## config.mk

```make
export PLATFORM = sky130hd
export DESIGN_NAME = pte_ctrl
export DESIGN_NICKNAME = d
export VERILOG_FILES = /design/src/rtl/pte_pkg.sv /design/src/rtl/pte_ctrl.sv
export SDC_FILE = /design/constraint.sdc
export NUM_CORES = 1
export LEC_CHECK = 0
export BUFFER_PORTS_ARGS = -buffer_cell sky130_fd_sc_hd__buf_2
export CAP_MARGIN = 10
export CORE_AREA = 2 2 39 41
export DETAILED_ROUTE_END_ITERATION = 8
export DIE_AREA = 0 0 41 43
export GPL_TIMING_DRIVEN = 0
export PLACE_DENSITY_LB_ADDON = 0.3
export SETUP_SLACK_MARGIN = 0.4
export SLEW_MARGIN = 20
export SYNTH_ARGS = -nofsm -noshare
export SYNTH_HDL_FRONTEND = slang
export SYNTH_SLANG_ARGS = --single-unit
```

## constraint.sdc

```tcl
create_clock -name clk -period 1.1 [get_ports clk]
set_input_delay 0.055 -clock clk [delete_from_list [all_inputs] [get_ports clk]]
set_output_delay 0.055 -clock clk [all_outputs]
set_load 0.01 [all_outputs]
```

## src/rtl/pte_pkg.sv

```systemverilog
// Shared types and constants of the prefix tree engine.
// Used by the request interface, the controller, the datapath and the top level.
`default_nettype none

package pte_pkg;

	// Default pool and alphabet sizes.
	localparam int MAX_NODES_DEF     = 1024;
	localparam int ALPHABET_SIZE_DEF = 26;

	// Field widths of the request channel.
	localparam int CMD_W    = 2;
	localparam int LETTER_W = 5;

	// Command codes; the fourth code is unused and ignored.
	localparam logic [CMD_W-1:0] CMD_INSERT = 2'd0;
	localparam logic [CMD_W-1:0] CMD_SEARCH = 2'd1;
	localparam logic [CMD_W-1:0] CMD_PREFIX = 2'd2;

	// Controller states.
	typedef enum logic [2:0] {
		ST_CLEAR,
		ST_IDLE,
		ST_EVAL,
		ST_MARK,
		ST_EMIT
	} pte_state_t;

	// Commands from the controller to the datapath.
	typedef struct packed {
		logic clear;
		logic accept;
		logic eval;
		logic finish_mark;
		logic emit;
	} pte_ctrl_t;

	// Status from the datapath to the controller.
	typedef struct packed {
		logic clear_done;
		logic cmd_ok;
		logic last;
		logic search;
		logic out_free;
	} pte_stat_t;

	// True for the three command codes that have a meaning.
	function automatic logic cmd_known(input logic [CMD_W-1:0] c);
		return (c == CMD_INSERT) || (c == CMD_SEARCH) || (c == CMD_PREFIX);
	endfunction

endpackage

`default_nettype wire

```

## src/rtl/pte_ctrl.sv

```systemverilog
// Controller state machine of the prefix tree engine.
// Depends on pte_pkg; drives the datapath through pte_ctrl_t commands.
`default_nettype none

module pte_ctrl import pte_pkg::*; (
	input  wire logic      clk,
	input  wire logic      arst_n,
	input  wire logic      item_valid,
	output logic           item_ready,
	input  wire pte_stat_t stat,
	output pte_ctrl_t      ctrl
);

	pte_state_t state_q;
	pte_state_t state_next;

	// State register.
	always_ff @(posedge clk or negedge arst_n) begin
		if (!arst_n) begin
			state_q <= ST_CLEAR;
		end else begin
			state_q <= state_next;
		end
	end

	// Next state.
	always_comb begin
		state_next = state_q;
		unique case (state_q)
			ST_CLEAR: begin
				if (stat.clear_done) begin
					state_next = ST_IDLE;
				end
			end
			ST_IDLE: begin
				if (item_valid && stat.cmd_ok) begin
					state_next = ST_EVAL;
				end
			end
			ST_EVAL: begin
				if (!stat.last) begin
					state_next = ST_IDLE;
				end else if (stat.search) begin
					state_next = ST_MARK;
				end else begin
					state_next = ST_EMIT;
				end
			end
			ST_MARK: begin
				state_next = ST_EMIT;
			end
			ST_EMIT: begin
				if (stat.out_free) begin
					state_next = ST_IDLE;
				end
			end
			default: begin
				state_next = ST_CLEAR;
			end
		endcase
	end

	// Outputs.
	always_comb begin
		ctrl       = '0;
		item_ready = 1'b0;
		unique case (state_q)
			ST_CLEAR: begin
				ctrl.clear = 1'b1;
			end
			ST_IDLE: begin
				item_ready  = 1'b1;
				ctrl.accept = item_valid;
			end
			ST_EVAL: begin
				ctrl.eval = 1'b1;
			end
			ST_MARK: begin
				ctrl.finish_mark = 1'b1;
			end
			ST_EMIT: begin
				ctrl.emit = stat.out_free;
			end
			default: begin
				ctrl = '0;
			end
		endcase
	end

endmodule

`default_nettype wire

```

==> flow_metrics.tcl <==
set metrics [dict create \
    fin_util_pct 29.9 \
    top_regs "state_q: 3 flops" \
    violations "negative setup slack" \
    ys_warn_count 0 \
    period_share_pct 107 \
    synthXorXnorAreaFrac_pct 0 \
    powerDensity_nw_per_um2 2330 \
    postLayoutSetupSlackWorst_ns -0.0781 \
    synthTopCellsByArea "dfrtp_1 38%, nor2_1 5.8%, a21oi_1 5.1%" \
    holdCritPathClass "input port to flop" \
    grt_max_degree 6 \
    largest_register_ffs 3 \
    syn-cell-area_sq_um 195 \
    drtIter0Drc 2 \
    leakagePower_nw 0.193 \
    syn_to_final_growth_pct 112 \
    yosys.area_share.adder_pct 0 \
    cts.clk_slew.worst_paths_ns 0.04 \
    cts_sinks 3 \
    portBuffers 13 \
    gr-usage-all-layers_pct 9.77 \
    synth_compound_area_share_pct 16.7 \
    status "complete, but fails checks" \
    initial_core_util_pct 14.1 \
    cts_inserted_buffers 3 \
    reg2reg_from "state_q[2]" \
    synth.distinct_cells 17 \
    hpwl_microns 429 \
    num_rows 14 \
    min_period_ns 1.18 \
    first_pass_iters 2 \
    synth-async-reset-ratio_pct 100 \
    irDropWorstVdd_v 0.000812 \
    setup_viol 5 \
    dieArea_sq_um 1760 \
    worst_ep_arrival_time_ns 1.12 \
    cpPeakStageDelay_ns 0.42 \
    critPathMaxFanout 3 \
    hold_slack_ns 0.0575 \
    grt_pass1_wl_microns 1080 \
    max_cap_violations 0 \
    synth_enable_flop_cells 0 \
    postSynth.topFlopCell "dfrtp_1" \
    p_total_mw 0.967 \
    rsz0062_at_grt "true" \
    synth_common_cells "3 x dfrtp_1, 3 x nor2_1, 2 x a21oi_1, 2 x nand2_1, 2 x nor3_1" \
    crit_start "state_q[2]" \
    synthSimpleGateAreaFrac_pct 35.9 \
    clkLatencyLatePin_ns 0.23 \
    drc 0 \
    ant_nets 0 \
    relSlewSlack_pct 85.6 \
    die-height_microns 43 \
    path_class "flop to output port" \
    yosys.area.top_type_share_pct 38.5 \
    crit_path_cell_trace "nor3_4, and2_4, buf_6" \
    diodes 0 \
    syn_inst 24 \
    fin_area_sq_um 414 \
    root_buffer "clkbuf_4" \
    max_freq_mhz 849 \
    synth.area.mux_share_pct 5.13 \
    crit_slowest_cell "dfrtp_2" \
    num_vias 266 \
    critPathCaptureType "output port" \
    ys_ff_latch 3 \
    hold_viol 0 \
    max_slew.worst_pin.slew_ns 0.214 \
    yosys.area.top_type "dfrtp_1" \
    ys_seq_area_share_pct 38.5 \
    cp-start-kind "flop" \
    syn_nets 32 \
    viasPerCell 4.29 \
    path_delay_family "flip-flops" \
    setup-tns-final_ns -0.265 \
    dieWidth_microns 41 \
    core_sq_um 1380 \
    avgSynthCellArea_sq_um 8.13 \
    globalplace.congestion 0.591 \
    drt_wl_total_microns 664 \
    fin_nets 55 \
    drive_above_1_share_pct 69.6 \
    io_pins 14 \
    htreeDepth 1 \
    grt_overflow_total 0 \
    tritoncts "done" \
    grt_pass1_vias 257 \
    synth_top_family_by_area "simple AND/OR/NAND/NOR gates" \
    drv_slew 0 \
    antenna_found_initial 0 \
    cp_num_buf_inv 1 \
    skew_ns 0.00350 \
    wl_per_cell_microns 10.7 \
    hold_start "stat[0]" \
    worst_ep_required_time_ns 1.04 \
    place_area_sq_um 307 \
    regMostFlops "state_q" \
    cts_buffer_depth 2 \
]
[cell usage in the layout, fill, tap and decap left out, drive strengths merged]
| cell type | Yosys | layout |
|---|---|---|
| nor2 | 3 | 3 |
| a211oi | 1 | 1 |
| dfrtp | 3 | 3 |
| inv | 2 | 2 |
| buf | 0 | 17 |
| a21oi | 2 | 2 |
| or3 | 1 | 1 |
| and2 | 1 | 1 |
| nand2b | 1 | 1 |
| nand4 | 1 | 1 |
| o22ai | 1 | 1 |
| and3 | 1 | 1 |
| nor3 | 3 | 3 |
| clkbuf | 0 | 4 |
| nand2 | 2 | 2 |
| dlygate4sd3 | 0 | 1 |
| mux2i | 1 | 1 |
| a211o | 1 | 1 |
[worst reg2reg max path, delay by kind of cell (launching register included)]
family	cells	cell delay, ns
flip-flops	1	0.42
AO/OA/AOI/OAI	1	0.23
buffers and inverters	1	0.16
multiplexers	1	0.15
AND/OR/NAND/NOR	1	0.07
[worst paths after layout]
path / endpoint / slack [ns] / cells past startpoint
max in group asynchronous: state_q[1] / 0.82 / 2
worst min register to register: state_q[1] / 0.62 / 2
worst max register to register: state_q[0] / -0.05 / 4
worst min-delay path: state_q[2] / 0.06 / 2
worst max-delay path: ctrl[3] / -0.08 / 3
min in group asynchronous: state_q[2] / 0.15 / 2
[power breakdown]
part	internal [mW]	leakage, nW	switching, mW	total, mW
clock network	0.136	0.0150	0.0584	0.194
registers	0.155	0.0348	0.0608	0.215
logic	0.300	0.143	0.257	0.557
[through the flow]
step | setup WS (ns) | instances
2_1_floorplan | 0.0797 | 24
3_3_place_gp | -0.0265 | 53
3_5_place_dp | -0.0331 | 53
4_1_cts | -0.0967 | 62
5_1_grt | -0.162 | 62
6_report | -0.0781 | 62
[kinds of logic (layout without fill, tap and decap cells)]
family	count (synthesis)	after routing
simple gates	13	13
mux	1	1
compound gates	5	5
buf+inv	2	24
flops	3	3
[area by class of cell]
cell class / count / area, sq um
Fill cell: 152 / 970
Sequential cell: 3 / 78.8
Timing Repair Buffer: 18 / 125
Clock buffer: 4 / 26.3
Inverter: 2 / 10.0
Tap cell: 16 / 20.0
Multi-Input combinational cell: 19 / 154
[per-layer routing]
metal	global-route usage (%)	vias to the layer above	wire (microns)	part of all wire, %
met2	13.8	13	309	47
met4	6.00	0	8	1.2
met5	0	-	0	0
met3	6.28	2	75	11
met1	10.4	120	270	41
li1	-	131	-	-
[timing repair]
item                                    CTS  global route
hold buffers                              1             0
pin swaps                                 5             4
setup buffers                             4             0
resized for setup                         9             1
endpoints found under the setup margin    9             9
hold endpoints to repair                  3             0
Power figures use the tool's default switching activity.
